==> src/cds_div.sv <==
// Restoring divider, one quotient bit per cycle.
// Depends on no other file.
module cds_div (
  input  logic        clk,
  input  logic        rst,
  input  logic        start,
  input  logic [33:0] num,
  input  logic [39:0] den,
  output logic        done,
  output logic [33:0] quo
);
  logic [39:0] rem;
  logic [33:0] dvd;
  logic [39:0] dsr;
  logic [5:0]  cnt;
  logic        busy;
  logic [40:0] rem_sh;
  logic        fits;

  assign rem_sh = {rem, dvd[33]};
  assign fits   = rem_sh >= {1'b0, dsr};

  always_ff @(posedge clk) begin
    if (rst) begin
      busy <= 1'b0;
      done <= 1'b0;
      cnt  <= '0;
    end else begin
      done <= 1'b0;
      if (start) begin
        busy <= 1'b1;
        cnt  <= 6'd33;
        rem  <= '0;
        dvd  <= num;
        dsr  <= den;
      end else if (busy) begin
        rem <= fits ? 40'(rem_sh - {1'b0, dsr}) : rem_sh[39:0];
        dvd <= {dvd[32:0], 1'b0};
        quo <= {quo[32:0], fits};
        if (cnt == 6'd0) begin
          busy <= 1'b0;
          done <= 1'b1;
        end else begin
          cnt <= cnt - 6'd1;
        end
      end
    end
  end
endmodule

==> config.mk <==
export PLATFORM = sky130hd
export DESIGN_NAME = cds_div
export DESIGN_NICKNAME = d
export VERILOG_FILES = /design/src/cds_div.sv
export SDC_FILE = /design/constraint.sdc
export NUM_CORES = 1
export LEC_CHECK = 0
export BUFFER_PORTS_ARGS = -buffer_cell sky130_fd_sc_hd__buf_4
export CELL_PAD_IN_SITES_DETAIL_PLACEMENT = 1
export CELL_PAD_IN_SITES_GLOBAL_PLACEMENT = 1
export CORE_ASPECT_RATIO = 0.6
export CORE_MARGIN = 5
export CORE_UTILIZATION = 30
export DETAILED_ROUTE_END_ITERATION = 8
export PLACE_DENSITY = 0.65
export SYNTH_ARGS = -nofsm -noshare
export SYNTH_HDL_FRONTEND = slang
export SYNTH_SLANG_ARGS = --single-unit
==> constraint.sdc <==
create_clock -name clk -period 16.7 [get_ports clk]
set_input_delay 2.505 -clock clk [delete_from_list [all_inputs] [get_ports clk]]
set_output_delay 2.505 -clock clk [all_outputs]
set_load 0.02 [all_outputs]
==> metrics.cfg, run 1 <==
[worst_setup_path]
crit_fanout=86
crit_family=buffers and inverters
startpoint_type=primary input
critPathCaptureType=flop
path_class=primary input to flop
cp-endpoint=dvd[20]
rr_worst_depth=11
cp_num_cells=4
critical-path-max-stage-delay_ps=760
critPathBufInv=2
required_ps=16770
crit_arrival_ps=4830
critical_path.cell_chain=buf_4 > nor2_1 > nor2_4 > buf_4
crit_top_cell=buf_4
setup.worst_path.start=start
cp_slowest_cell=buf_4
r2r_end=rem[22]
timing.rr.start=rem[2]
ff2ff_setup_slack_ps=12310

[clock_tree]
clk_latency_ps=450
hold_buffers=0
cts_root_buf=clkbuf_16
h-tree-depth=4
post_cts_buffers=0
clock_path_buffers=2
cts_buffers=17
cts_tree=done
cts_resized=0
cts.reportedPaths.clkPinSlew_ps=60
cts.sinks=156

[floorplanning]
dieArea_um2=31100
core_area_um2=27400
rows=47
num_io_pins=112
die_w_um=224
die_h_um=139
start_util=0.302

[placed_design]
place_congestion=0.787
hpwl_mm=15.2
portBuffers=111

[timing]
finalMaxSlewViolations=0
fin_crit_sh=0.285
fin_crit_ps=4760
fmax_mhz=210
setup_viol=0
rsz0062_at_grt=no
final-hold-violation-count=0
tightestPinTransition_ps=1190
tns_ps=0
skew_ps=14.4
slew_headroom=0.209

[pwr]
p_sw_frac=0.289
p_int_uw=802
p_leak_uw=0.00402
power.total_uw=1130
p_per_area_nw_per_um2=112
peakVddDrop_mv=0.0522
power.switching_uw=326
pwr-share-comb=0.222
p_clk_frac=0.358
pwr-share-seq=0.420

[drt]
routed_wl_mm=21.3
vias=5766
via_per_inst=4.83
drc=0
first_pass_iters=5
wl_per_cell_um=17.8
ant_nets=0
initialDrtViolationCount=274

[logic_synthesis]
ys_seq_area_frac=0.556
ys_warn_count=0
synth_ff_type=edfxtp_1
synth_edf_count=148
ys_ff_latch=156
synth.distinct_cells=56
synthArstFlopShare=0
syn_area_um2=8280
syn_nets=828
syn_avg_cell_area_um2=11.7
netlist_instances=709

[run]
cap_violations=0

[finish]
diodes=0
final_cell_mix=148 x edfxtp_1, 114 x buf_4, 62 x nor2_1, 52 x inv_1, 50 x a21oi_1
drive_above_1_share=0.231
layout.nets=933
areaGrowthSynthToFinish_pct=21.9
mostFrequentLayoutCell=edfxtp_1

[grt]
grt_pass1_vias=6036
grt_max_degree=87
grt_pass1_wl_mm=34.4
track_usage=0.139
grt_overflow=0
antenna_found_initial=0

[min_path]
hold_path_class=flop to flop

[outcome]
outcome=completed

==> area by class of cell <==
cell class | count | area, um2
inverters | 53 | 199
clock inverters | 14 | 168
repair buffers | 114 | 856
multi-input cells | 472 | 3380
clock buffers | 18 | 429
flip-flops and latches | 156 | 4600
fillers | 3046 | 17300
well taps | 367 | 459
==> per-layer routing <==
layer	vias up	routed length [um]	part of all wire	track usage
met3	16	848	0.040	0.0347
met2	100	9020	0.42	0.197
li1	2809	-	-	-
met1	2841	11200	0.53	0.212
met4	0	187	0.0088	0.0368
met5	-	0	0	0
==> stage by stage <==
stage	instances	cell area, um2	setup WS (ps)	hold WS [ps]	utilization
after floorplan	709	8280	9700	436	-
after global placement	1162	9500	11440	434	0.347
after detailed placement	1162	9500	11420	441	0.347
after CTS	1194	10100	11910	455	0.368
after global routing	1194	10100	11740	466	0.368
final	1194	10100	11940	453	0.368
==> logic make-up (layout without fill, tap and decap cells) <==
logic type,count (synthesis),in the layout,share of synthesized area
buffers and inverters,81,199,0.0381
and+or+nand+nor,184,184,0.105
DFF,156,156,0.556
xor gates and xnor gates,40,40,0.0423
AOI/OAI and AO/OA,143,143,0.113
adders and majority gates,42,42,0.0644
muxes,63,63,0.0811
==> cells in the mapped netlist, types with 2 or more instances <==
| cell | count | area (um2) |
|---|---|---|
| nand2_1 | 44 | 165 |
| nor2_1 | 63 | 236 |
| nor4_1 | 6 | 37.5 |
| a21oi_1 | 50 | 250 |
| and3_1 | 5 | 31.3 |
| or3_1 | 3 | 18.8 |
| and2_1 | 7 | 43.8 |
| mux2i_1 | 30 | 300 |
| edfxtp_1 | 148 | 4440 |
| o211ai_1 | 2 | 15.0 |
| a211oi_1 | 8 | 60.1 |
| o21bai_1 | 8 | 60.1 |
| o21a_1 | 3 | 22.5 |
| a2111oi_0 | 4 | 35.0 |
| a311oi_1 | 3 | 26.3 |
| inv_1 | 52 | 195 |
| buf_2 | 3 | 15.0 |
| dfxtp_1 | 8 | 160 |
| a31oi_1 | 7 | 43.8 |
| or2_2 | 2 | 12.5 |
| xor2_1 | 15 | 131 |
| a21o_1 | 9 | 67.6 |
| o21ai_0 | 32 | 160 |
| mux2_2 | 33 | 372 |
| nor3b_1 | 5 | 37.5 |
| a21boi_0 | 2 | 15.0 |
| nand2b_1 | 6 | 37.5 |
| a211o_1 | 2 | 17.5 |
| nor3_1 | 11 | 55.1 |
| xnor2_1 | 25 | 219 |
| ha_1 | 41 | 513 |
| clkbuf_1 | 20 | 75.1 |
| nand3b_1 | 2 | 15.0 |
| nor2b_1 | 6 | 37.5 |
| buf_1 | 4 | 15.0 |
| nand3_1 | 13 | 65.1 |
| nand4_1 | 8 | 50.1 |
==> power groups by stage <==
stage / logic, uW / clock network (uW) / registers [uW]
6_report: 251 / 403 / 474
3_5_place_dp: 249 / 0 / 482
3_3_place_gp: 244 / 0 / 481
2_1_floorplan: 178 / 0 / 481
5_1_grt: 280 / 436 / 476
4_1_cts: 252 / 415 / 474
==> registers in the layout, summed over array words and instances (netlist names) <==
name	flops
cnt	6
dsr	40
done	1
quo	34
dvd	34
busy	1
rem	40
==> worst register-to-register path, delay by kind of cell, from the launching register on <==
family                     cells  cell delay (ps)
and+or+nand+nor                2              240
muxes                          1              360
AOI/OAI and AO/OA              6             1780
buffers and inverters          1              910
DFF                            1              400
adders and majority gates      1              430
==> worst min path at each step <==
stage             from       to  slack, ps  cells after the start
3_3_place_gp   quo[12]  quo[13]        430                      0
5_1_grt        quo[13]  quo[14]        470                      0
4_1_cts        quo[13]  quo[14]        460                      0
3_5_place_dp   quo[13]  quo[14]        440                      0
2_1_floorplan   cnt[5]     done        440                      1
6_report       quo[13]  quo[14]        450                      0
Power figures use the tool's default switching activity.
==> inputs of run 2 (changes only) <==
--- a/config.mk
+++ b/config.mk
@@ -5,6 +5,7 @@
 export SDC_FILE = /design/constraint.sdc
 export NUM_CORES = 1
 export LEC_CHECK = 0
+export ABC_AREA = 1
 export BUFFER_PORTS_ARGS = -buffer_cell sky130_fd_sc_hd__buf_4
 export CELL_PAD_IN_SITES_DETAIL_PLACEMENT = 1
 export CELL_PAD_IN_SITES_GLOBAL_PLACEMENT = 1
@@ -12,7 +13,7 @@
 export CORE_MARGIN = 5
 export CORE_UTILIZATION = 30
 export DETAILED_ROUTE_END_ITERATION = 8
-export PLACE_DENSITY = 0.65
+export PLACE_DENSITY = 0.7
 export SYNTH_ARGS = -nofsm -noshare
 export SYNTH_HDL_FRONTEND = slang
 export SYNTH_SLANG_ARGS = --single-unit
==> constraint.sdc (replaced) <==
create_clock -name clk -period 3.84 [get_ports clk]
set_input_delay 0.576 -clock clk [delete_from_list [all_inputs] [get_ports clk]]
set_output_delay 0.576 -clock clk [all_outputs]
set_load 0.02 [all_outputs]
==> run 2 against run 1 <==
Effect of this change: synthesized cell count is 63% higher; largest cell class unchanged; critical path depth increased by 6; routed wire length rose by 31%; utilization up 0.15 points; clock-buffer cell count shrank 1; combinational power increased to 4.9 times the previous value; hold slack got worse by 150 ps; global-route usage rose by 2.3 points; via count grew 34%; non-clock buffer count rose by 3; highest routed layer unchanged.
==> metrics.cfg, run 2 <==
[drt]
wl_per_cell_um=16.4
via_per_inst=4.56
vias=7713
ant_nets=0
initialDrtViolationCount=574
routed_wl_mm=27.8
first_pass_iters=5
drc=0

[placed_design]
dpl_cell_area_um2=10500
pre_cts_ws_ps=896
hpwl_mm=21.2
portBuffers=111
place_congestion=0.900

[clock_tree]
post_cts_buffers=0
cts_resized=0
cts_root_buf=clkbuf_16
hold_buffers=0
clock_path_buffers=2
cts.sinks=156
clk_latency_ps=450
h-tree-depth=4
cts.reportedPaths.clkPinSlew_ps=70
cts_tree=done
cts_buffers=17

[pwr]
pwr-share-comb=0.243
p_leak_uw=0.00531
p_sw_frac=0.330
p_int_uw=3390
pwr-share-seq=0.405
power.switching_uw=1670
p_per_area_nw_per_um2=455
p_clk_frac=0.352
peakVddDrop_mv=0.324

[logic_synthesis]
syn_nets=1272
ys_seq_area_frac=0.500
syn_avg_cell_area_um2=7.99
synth_edf_count=148
synthDominantCellAreaShare=0.482
synth.area.top_cells=edfxtp_1 48%, nand2_1 17%, inv_1 7.6%
netlist_instances=1153
synth_ff_type=edfxtp_1
ys_ff_latch=156
ys_top_cells_by_count=407 x nand2_1, 187 x inv_1, 156 x nor2_1
ys_warn_count=0
synthArstFlopShare=0
syn_area_um2=9210
synth.distinct_cells=37
synth_most_common_cell=nand2_1
synth_largest_area_cell=edfxtp_1

[timing]
tns_ps=0
skew_ps=8.61
fmax_mhz=332
fin_crit_ps=3010
slew_headroom=0.349
tightestPinTransition_ps=974
final-hold-violation-count=0
finalMaxSlewViolations=0
setup_viol=0
rsz0062_at_grt=no
fin_ws_ps=832
fin_crit_sh=0.783

[worst_setup_path]
required_ps=4040
critical_path.cell_chain=ha_1 > inv_1 > nor3_1 > nand2_1 > nor2_2 > nand2_4 > nand2_8 > inv_4 > nor2_1 > nor2_1
crit_fanout=42
critPathCaptureType=flop
crit_arrival_ps=3210
startpoint_type=flop
crit_family=simple AND/OR/NAND/NOR gates
critical-path-max-stage-delay_ps=460
critPathBufInv=2
cp_slowest_cell=nor3_1
path_class=flop to flop
crit_top_cell=nor2_1

[grt]
grt_max_degree=76
grt_overflow=0
antenna_found_initial=0
track_usage=0.163
grt_pass1_vias=7949
grt_pass1_wl_mm=44.2

[floorplanning]
dieArea_um2=34400
die_w_um=236
die_h_um=146
rows=49
start_util=0.306
core_area_um2=30100
num_io_pins=112

[finish]
top_regs=dsr (40), rem (40)
mostFrequentLayoutCell=nand2_1
stdcell_area_um2=11100
nFillCells=3685
areaGrowthSynthToFinish_pct=20.8
diodes=0
final_cell_mix=407 x nand2_1, 187 x inv_1, 154 x nor2_1, 148 x edfxtp_1, 115 x buf_4
layout.nets=1388
drive_above_1_share=0.139

[run]
cap_violations=0

[min_path]
hold_path_class=primary input to flop

[outcome]
outcome=completed

-- run 2: worst register-to-register path, stage by stage, from the launching register on --
cell,delay [ps]
edfxtp_1,400
ha_1,390
inv_1,80
nor3_1,460
nand2_1,200
nor2_2,200
nand2_4,200
nand2_8,340
inv_4,210
nor2_1,210
nor2_1,70
-- run 2: metrics by stage --
step	std cells	total power (uW)	hold WS, ps	utilization
finish	1690	5060	300	0.370
CTS	1690	5110	274	0.370
detailed placement	1658	3300	436	0.350
floorplan	1153	2910	453	-
global route	1690	5350	275	0.370
global placement	1658	3270	432	0.350
-- run 2: power by group through the flow --
| stage | clock network (uW) | logic [uW] | registers (uW) |
|---|---|---|---|
| after detailed placement | 0 | 1210 | 2090 |
| after global routing | 1910 | 1380 | 2060 |
| after global placement | 0 | 1190 | 2080 |
| final | 1780 | 1230 | 2050 |
| after floorplan | 0 | 821 | 2090 |
| after CTS | 1840 | 1220 | 2050 |
-- run 2: layout make-up --
| cell class | count | area, um2 | share of cell area |
|---|---|---|---|
| Timing Repair Buffer | 117 | 903 | 0.0811 |
| Clock buffer | 17 | 425 | 0.0382 |
| Sequential cell | 156 | 4600 | 0.414 |
| Inverter | 191 | 719 | 0.0646 |
| Multi-Input combinational cell | 786 | 3790 | 0.340 |
| Tap cell | 408 | 510 | 0.0458 |
| Clock inverter | 15 | 183 | 0.0164 |
-- run 2: path summary, 6_finish.rpt --
| path | start | to | slack [ps] | depth (start not counted) |
|---|---|---|---|---|
| hold / removal | den[15] | dsr[15] | 300 | 1 |
| hold reg to reg | quo[21] | quo[22] | 460 | 0 |
| setup / recovery | rem[36] | rem[18] | 830 | 10 |
| setup reg to reg | rem[36] | rem[18] | 830 | 10 |
-- run 2: cell families after synthesis --
group	share of synthesized area
XOR/XNOR	0.0209
adder cells (fa/ha/maj)	0.0578
buffers and inverters	0.0919
AO/OA/AOI/OAI	0.0488
AND/OR/NAND/NOR	0.281
flip-flops	0.500
-- run 2: metal layers --
layer  vias up  part of all wire  track usage
met1      3622              0.55        0.265
met3        22             0.069       0.0415
met2       211              0.37        0.210
met5         -                 0            0
li1       3858                 -            -
met4         0             0.011       0.0375
==> inputs of run 3 (changes only) <==
--- a/config.mk
+++ b/config.mk
@@ -13,7 +13,7 @@
 export CORE_MARGIN = 5
 export CORE_UTILIZATION = 30
 export DETAILED_ROUTE_END_ITERATION = 8
-export PLACE_DENSITY = 0.7
+export PLACE_DENSITY = 0.68
 export SYNTH_ARGS = -nofsm -noshare
 export SYNTH_HDL_FRONTEND = slang
 export SYNTH_SLANG_ARGS = --single-unit
==> constraint.sdc (replaced) <==
create_clock -name clk -period 2.8 [get_ports clk]
set_input_delay 0.42 -clock clk [delete_from_list [all_inputs] [get_ports clk]]
set_output_delay 0.42 -clock clk [all_outputs]
set_load 0.02 [all_outputs]
==> run 3 against run 2 <==
Effect of this change: via count grew 0.23%; sequential power is 37% higher; global-route usage decreased by 0.17 points; utilization increased by 0.19 points; worst setup slack worse by 620 ps; hold slack worse by 160 ps; critical path type unchanged; register-to-register slack lost 620 ps; non-clock buffer count rose by 13.
==> metrics.cfg, run 3 (same netlist as run 2, synthesis figures left out) <==
[outcome]
outcome=completed

[worst_setup_path]
crit_fanout=24
cp_slowest_cell=edfxtp_1
critical-path-max-stage-delay_ps=400
critical_path.cell_chain=ha_1 > nand2_1 > inv_1 > nand2_1 > nand2_1 > inv_1 > nand2_1 > nand2_1 > nand3_2 > nand2_4 > nand2_8 > o21ai_1 > buf_4 > nor2_1
startpoint_type=flop
setup.worst_path.start=rem[15]
crit_top_cell=nand2_1
rr_worst_depth=14
critPathCaptureType=flop
required_ps=3010
cp-endpoint=rem[19]
path_class=flop to flop
timing.rr.start=rem[15]
crit_arrival_ps=2790
ff2ff_setup_slack_ps=210
r2r_end=rem[19]

[timing]
tns_ps=0
whs_ps=143
setup_viol=0
finalMaxSlewViolations=0
fmax_mhz=386
fin_crit_ps=2590
fin_crit_sh=0.924
final-hold-violation-count=0
rsz0062_at_grt=no
slew_headroom=0.557
tightestPinTransition_ps=664
skew_ps=14.6

[placed_design]
portBuffers=111
place_congestion=0.926
hpwl_mm=22.0

[clock_tree]
clock_path_buffers=2
cts_resized=0
cts.reportedPaths.clkPinSlew_ps=70
cts_buffers=17
post_cts_buffers=0
hold_buffers=0
clk_latency_ps=450
cts_root_buf=clkbuf_16
h-tree-depth=4
cts_tree=done
cts.sinks=156

[floorplanning]
num_io_pins=112
die_w_um=236
start_util=0.306
dieArea_um2=34400
die_h_um=146
core_area_um2=30100
rows=49

[drt]
vias=7731
wl_per_cell_um=16.2
ant_nets=0
initialDrtViolationCount=529
routed_wl_mm=27.6
drc=0
first_pass_iters=5
via_per_inst=4.54

[finish]
top_regs=dsr (40), rem (40)
drive_above_1_share=0.148
areaGrowthSynthToFinish_pct=21.5
layout.nets=1401
final_cell_mix=407 x nand2_1, 187 x inv_1, 153 x nor2_1, 148 x edfxtp_1, 130 x buf_4
mostFrequentLayoutCell=nand2_1
diodes=0

[run]
cap_violations=0

[grt]
grt_max_degree=47
grt_overflow=0
grt_pass1_vias=7793
antenna_found_initial=0
grt_pass1_wl_mm=43.5
track_usage=0.161

[pwr]
p_per_area_nw_per_um2=618
p_leak_uw=0.00536
peakVddDrop_mv=0.417

[min_path]
hp-start=den[20]
hold_path_class=primary input to flop

[run 3: worst max-delay path, delay by kind of cell, from the launching register on]
kind | cells | cell delay, ps
simple gates | 9 | 1000
flops | 1 | 400
fa+ha+maj | 1 | 400
buf+inv | 3 | 330
compound gates | 1 | 200
[run 3: area by class of cell]
type | instances | area [um2]
fillers | 3633 | 18900
flip-flops and latches | 156 | 4600
multi-input cells | 786 | 3790
repair buffers | 130 | 976
inverters | 191 | 719
well taps | 408 | 510
clock buffers | 17 | 425
clock inverters | 15 | 165
[run 3: where the power goes]
group / switching, uW / internal [uW] / total (uW)
clock: 1040 / 1330 / 2370
sequential: 61.8 / 2750 / 2810
combinational: 1150 / 571 / 1720
[run 3: worst min-delay path by stage]
| stage | endpoint | slack (ps) | depth (start not counted) |
|---|---|---|---|
| floorplan | cnt[0] | 450 | 2 |
| CTS | dsr[11] | 110 | 1 |
| global route | dsr[7] | 110 | 1 |
| finish | dsr[20] | 140 | 1 |
| detailed placement | quo[11] | 440 | 0 |
| global placement | quo[3] | 430 | 0 |
[run 3: stage by stage]
step                power [uW]  setup WS [ps]  instances   util  cell area, um2
floorplan                 3990           1.03       1153      -            9230
global placement          4530            240       1671  0.352           10600
detailed placement        4570            212       1671  0.352           10600
CTS                       7000            205       1703  0.372           11200
global route              7300           32.8       1703  0.372           11200
finish                    6910            213       1703  0.372           11200
[run 3: metal layers]
layer / up-vias / GRT usage / share of wire
met1: 3650 / 0.257 / 0.55
li1: 3884 / - / -
met3: 24 / 0.0481 / 0.066
met4: 0 / 0.0326 / 0.0098
met5: - / 0 / 0
met2: 173 / 0.210 / 0.37
